===== src/design/suffix_automaton_substring_query_top_macros.svh =====
// assertion macros shared by the suffix automaton query block
`ifndef SUFFIX_AUTOMATON_SUBSTRING_QUERY_TOP_MACROS_SVH
`define SUFFIX_AUTOMATON_SUBSTRING_QUERY_TOP_MACROS_SVH

// plain property checked on every clock edge out of reset
`define SAQ_ASSERT(label, prop, msg) \
  label: assert property (@(posedge clk_i) disable iff (!rst_ni) (prop)) else $error(msg);

// implication checked on every clock edge out of reset
`define SAQ_ASSERT_IMP(label, ante, cons, msg) \
  label: assert property (@(posedge clk_i) disable iff (!rst_ni) (ante) |-> (cons)) \
    else $error(msg);

`endif


===== src/design/saq_ram.sv =====
// generic single write, single read ram with registered read data
`default_nettype none
module saq_ram #(
  parameter int W = 8,
  parameter int D = 16
) (
  input  wire logic                 clk_i,
  input  wire logic                 we_i,
  input  wire logic [$clog2(D)-1:0] waddr_i,
  input  wire logic [W-1:0]         wdata_i,
  input  wire logic [$clog2(D)-1:0] raddr_i,
  output logic      [W-1:0]         rdata_o
);

  logic [W-1:0] mem [D];

  always_ff @(posedge clk_i) begin
    if (we_i) begin
      mem[waddr_i] <= wdata_i;
    end
    rdata_o <= mem[raddr_i];
  end

endmodule
`default_nettype wire


===== config.mk =====
export PLATFORM = sky130hd
export DESIGN_NAME = saq_ram
export DESIGN_NICKNAME = d
export VERILOG_FILES = /design/src/design/suffix_automaton_substring_query_top_macros.svh /design/src/design/saq_ram.sv
export SDC_FILE = /design/constraint.sdc
export NUM_CORES = 1
export LEC_CHECK = 0
export ABC_CLOCK_PERIOD_IN_PS = 1900
export CAP_MARGIN = 20
export CORE_ASPECT_RATIO = 1.25
export CORE_MARGIN = 2
export CORE_UTILIZATION = 55
export CTS_CLUSTER_DIAMETER = 100
export DETAILED_ROUTE_END_ITERATION = 7
export DONT_BUFFER_PORTS = 1
export GPL_TIMING_DRIVEN = 0
export HOLD_SLACK_MARGIN = 0.02
export PLACE_DENSITY = 0.76
export SLEW_MARGIN = 5
export SYNTH_ARGS = -nofsm -noshare
export SYNTH_HDL_FRONTEND = slang
export SYNTH_SLANG_ARGS = --single-unit

===== constraint.sdc =====
create_clock -name clk_i -period 1.9 [get_ports clk_i]
set_input_delay 0.095 -clock clk_i [delete_from_list [all_inputs] [get_ports clk_i]]
set_output_delay 0.095 -clock clk_i [all_outputs]
set_load 0.05 [all_outputs]

==> results of run 1 <==
## registers in the layout, summed over array words and instances (netlist names)
name     flops
mem        128
rdata_o      8
## worst reg2reg max path: stages, from the launching register on
cell and delay, ns:
edfxtp_1 0.36, mux4_1 0.52, a22oi_1 0.36, nand2_1 0.11
## where the power goes
group	switching (mW)	internal [mW]
logic	0.169	0.124
registers	0.0893	3.36
clock network	1.16	2.63
total	1.42	6.11
## metal layers
layer  track usage, %  part of all wire [%]  vias to the layer above
met3            6.309                   7.1                       16
met5                0                     0                        -
met1            28.07                    39                     1238
li1                 -                     -                     1041
met4            9.128                   2.2                        0
met2            33.68                    52                      121
## through the flow
step                setup slack (ns)  total power, mW  utilization, %  instance area [um2]
finish                        0.3167            7.525           67.20                 6132
global route                  0.2393            7.730           67.20                 6132
CTS                           0.3541            7.564           67.17                 6130
detailed placement            0.2649            3.740           58.37                 5326
global placement             -0.1184            3.728           58.10                 5301
floorplan                     0.3121            3.672               -                 5147
## cell usage after synthesis (all sizes together)
master and n:
edfxtp 128, mux4 32, a22oi 16, nor2 13
nand2 9, dfxtp 8, buf 7, nor3 4
clkdlybuf4s25 3, nand2b 2, nand3b 2, and2 1
and2b 1, nand3 1, nor2b 1, or3b 1
## cells by family after synthesis
family,count (synthesis),synth area share (%)
mux,32,15.02
buf+inv,10,1.677
simple gates,35,3.184
compound gates,16,2.334
flops,136,77.78
## timing repair
item / in CTS / in global routing
endpoints found under the hold margin: 141 / 0
gates resized for setup: 0 / 0
hold buffers: 11 / 0
## area by class of cell
| cell class | instances | area, um2 |
|---|---|---|
| Antenna cell | 1 | 2.502 |
| Buffer | 10 | 86.33 |
| Clock buffer | 20 | 446.7 |
| Clock inverter | 12 | 246.5 |
| Fill cell | 561 | 2993 |
| Multi-Input combinational cell | 83 | 1057 |
| Sequential cell | 136 | 4004 |
| Tap cell | 123 | 153.9 |
| Timing Repair Buffer | 15 | 135.1 |
## worst max-delay path by stage
stage / from / endpoint / slack [ns] / depth (start not counted)
after floorplan: waddr_i[2] / mem[0][0] / 0.31 / 2
after global placement: waddr_i[2] / mem[0][1] / -0.12 / 2
after detailed placement: waddr_i[2] / mem[0][2] / 0.26 / 3
after CTS: waddr_i[0] / mem[8][3] / 0.35 / 3
after global routing: waddr_i[0] / mem[8][3] / 0.24 / 3
final: waddr_i[1] / mem[12][7] / 0.32 / 3
==> impl_metrics.yaml, run 1 <==
floorplanning:
  die_h_um: 112.2
  core-area_um2: 9125
  core.rowCount: 39
  die_area_um2: 10150
  fp.dieW_um: 90.53
  ios: 26
  start_util_pct: 56.41
grt:
  track_usage_pct: 21.32
  grt_pass1_wl_um: 14920
  grt-ovfl-total: 0
  grt_pass1_vias: 2473
  antenna_found_initial: 1
  grt_max_degree: 17
routing:
  wirelength_um: 9942
  vias: 2416
  wl_per_cell_um: 24.86
  drt_iter0_markers: 303
  firstDrtPassIters: 5
  drc: 0
  final_antenna_net_count: 0
  viasPerCell: 6.040
clock_network:
  cts_tree: "built"
  numCtsBuffers: 17
  clockBufferDepth: 2
  clock-sinks: 136
  cts-root-buf: "clkbuf_16"
  postCtsSetupBuffers: 0
  htreeDepth: 4
  clock_latency_ns: 0.41
  path_clk_slew_ns: 0.05
place:
  gp_congestion: 0.8098
  io_buffers: 0
  placed_cells: 356
  dpl.hpwl_um: 5977
timing:
  fin_setup_tns_ns: 0
  max_slew.worst_pin.slew_ns: 0.8180
  rsz0062_at_grt: "false"
  fin_crit_ns: 1.583
  slew-limit-headroom_pct: 45.05
  fin_skew_ns: 0.005902
  hold_viol: 0
  finalCritPeriodShare_pct: 83.33
  holdWs_ns: 0.09224
  slew_viol_final: 0
  setup_viol: 0
  fmax_mhz: 631.6
hold_path:
  hp-class: "input pin to flip-flop"
  min_to: "mem[4][0]"
  min-delay-start: "waddr_i[1]"
  hold-path-cell-count: 2
worst_setup_path:
  cp_max_fo: 5
  arrival_ns: 1.70
  r2r_slack_ns: 0.43
  worst_setup_path_start_kind: "input pin"
  crit_chain: "dlygate4sd3_1 -> nor3_1 -> buf_4"
  r2r_end: "rdata_o[0]"
  endpoint_kind: "flip-flop"
  max_stage_delay_ns: 0.71
  crit_family: "buffers and inverters"
  cpMaxStageDelayCell: "nor3_1"
  worst-path-buf-inv: 2
  critPathKind: "input pin to flip-flop"
  cp_data_required_time_ns: 2.02
  rr_worst_depth: 3
  regToRegStartpoint: "mem[0][0]"
synthesis:
  synth-seq-cells: 136
  avgSynthCellArea_um2: 22.48
  mappedNetlistNets: 247
  postSynthCellCount: 229
  syn-cell-area_um2: 5147
  ys_types: 19
  synth_area_leaders: "edfxtp_1, mux4_2, mux4_1"
  yosys_warnings: 0
  yosysTopAreaCell: "edfxtp_1"
  ys_seq_area_share_pct: 77.78
  synth_top_area_share_pct: 74.67
finish:
  syn_to_final_growth_pct: 19.13
  final_common_cell: "edfxtp_1"
  fin_nets: 281
  stdcell_count: 400
  final_cell_mix: "edfxtp_1, mux4_2, clkbuf_16, a22oi_1, mux4_1"
  drive_above_1_share_pct: 22.83
pwr:
  peakVddDrop_uv: 833.1
  p_leak_nw: 2.039
  powerDensity_nw_per_um2: 1227
run:
  cap_viol_max_count: 0
outcome:
  outcome: "completed"
No activity file was read; power rests on OpenSTA's default activity.
==> run 2, diff against run 1 <==
Settings changed: ABC_CLOCK_PERIOD_IN_PS 1900 to 1350, PLACE_DENSITY 0.76 to 0.79.
Clock period 1.9 ns to 1.35 ns, I/O delays scaled along.
==> impl_metrics.yaml, run 2 (synthesis gave the netlist of run 1 again) <==
worst_setup_path:
  rr_worst_depth: 3
  critPathKind: "flip-flop to flip-flop"
  worst_setup_path_start_kind: "flip-flop"
  crit_path_start: "mem[8][3]"
  regToRegStartpoint: "mem[8][3]"
  endpoint: "rdata_o[3]"
  r2r_end: "rdata_o[3]"
  cp_max_fo: 1
  arrival_ns: 1.64
  endpoint_kind: "flip-flop"
  r2r_slack_ns: 0.005
  cp_data_required_time_ns: 1.64
clock_network:
  ctsHoldBuffers: 9
  numCtsBuffers: 17
  clock_latency_ns: 0.42
  clockBufferDepth: 2
  cts_tree: "built"
  clock-sinks: 136
  htreeDepth: 4
  cts-root-buf: "clkbuf_16"
  path_clk_slew_ns: 0.06
finish:
  stdcell_count: 396
  largest-register: "mem"
  drive_above_1_share_pct: 30.04
  final_cell_mix: "edfxtp_1, mux4_2, clkbuf_16, nor2_1"
  fin_nets: 278
  post-route-util_pct: 66.67
  largest_reg_flops: 128
  reg_top3: "mem (128), rdata_o (8)"
  diodes: 0
  syn_to_final_growth_pct: 18.18
  final_common_cell: "edfxtp_1"
routing:
  firstDrtPassIters: 5
  drc: 0
  wirelength_um: 10170
  vias: 2461
  final_antenna_net_count: 0
  viasPerCell: 6.215
  drt_iter0_markers: 317
  wl_per_cell_um: 25.67
pwr:
  powerDensity_nw_per_um2: 1692
  p_leak_nw: 1.989
  peakVddDrop_uv: 1001
floorplanning:
  ios: 26
  start_util_pct: 56.41
  die_area_um2: 10150
  core-area_um2: 9125
  die_h_um: 112.2
  fp.dieW_um: 90.53
  core.rowCount: 39
timing:
  fmax_mhz: 743.5
  fin_skew_ns: 0.006867
  setup_slack_ns: 0.005057
  finalCritPeriodShare_pct: 99.63
  rsz0062_at_grt: "true"
  hold_viol: 16
  slew-limit-headroom_pct: 35.85
  setup_viol: 0
  holdWs_ns: -0.07126
  max_slew.worst_pin.slew_ns: 0.9549
  slew_viol_final: 0
  fin_crit_ns: 1.345
grt:
  grt_max_degree: 17
  grt_pass1_vias: 2510
  grt_pass1_wl_um: 15160
  antenna_found_initial: 0
  track_usage_pct: 21.79
  grt-ovfl-total: 0
outcome:
  violations: "hold timing"
  outcome: "finished, violations left"
place:
  dpl.hpwl_um: 6145
  placed_cells: 355
  io_buffers: 0
  gp_congestion: 0.8068
  dp_slack_ns: -0.2823
run:
  cap_viol_max_count: 0
hold_path:
  hp-class: "input pin to flip-flop"
-- run 2: layer usage --
metal	global-route usage, %	up-vias	wire [um]
met5	0	-	0
met4	11.18	0	306
met3	6.443	28	792
met2	36.32	137	5375
met1	25.96	1266	3691
li1	-	1030	-
-- run 2: how the worst min path moves through the flow --
| stage | endpoint | depth (start not counted) | slack [ns] | startpoint |
|---|---|---|---|---|
| 2_1_floorplan | mem[0][0] | 0 | 0.17 | wdata_i[0] |
| 3_3_place_gp | mem[6][5] | 0 | 0.17 | wdata_i[5] |
| 3_5_place_dp | mem[14][6] | 0 | 0.17 | wdata_i[6] |
| 4_1_cts | mem[0][7] | 1 | -0.08 | waddr_i[0] |
| 5_1_grt | mem[0][7] | 1 | -0.07 | waddr_i[0] |
| 6_report | mem[0][7] | 1 | -0.07 | waddr_i[0] |
-- run 2: worst max-delay path, cell delays in order, from the launching register on --
cell and delay (ns):
edfxtp_1 0.37, mux4_2 0.51, a22oi_1 0.25, nand2_1 0.10
-- run 2: repair_timing --
action / 4_1_cts / 5_1_grt
pin swaps: 1 / 1
endpoints found under the hold margin: 146 / 16
buffers inserted: 0 / 0
resized for setup: 12 / 5
cloned: 0 / 0
setup endpoints to repair: 7 / 5
-- run 2: power breakdown --
group          internal [mW]  total [mW]  switching (mW)
combinational          0.182       0.431           0.250
sequential              4.72        4.85           0.128
clock                   3.36        5.01            1.65
-- run 2: metrics by stage --
stage               hold WS [ns]  total power, mW  setup TNS (ns)  cell area [um2]
global route            -0.06840            10.54        -0.01410             6083
global placement          0.1671            5.247          -15.70             5306
floorplan                 0.1664            5.168               0             5152
CTS                     -0.07545            10.33               0             6076
detailed placement        0.1671            5.266          -9.945             5326
finish                  -0.07126            10.29               0             6083
-- run 2: area by class of cell --
cell class | count | area [um2]
clock inverter | 13 | 198.9
timing repair buffer | 12 | 110.1
multi-input combinational | 83 | 1077
sequential | 136 | 4004
tap | 123 | 153.9
buffer | 10 | 86.33
clock buffer | 19 | 452.9
fill | 599 | 3042
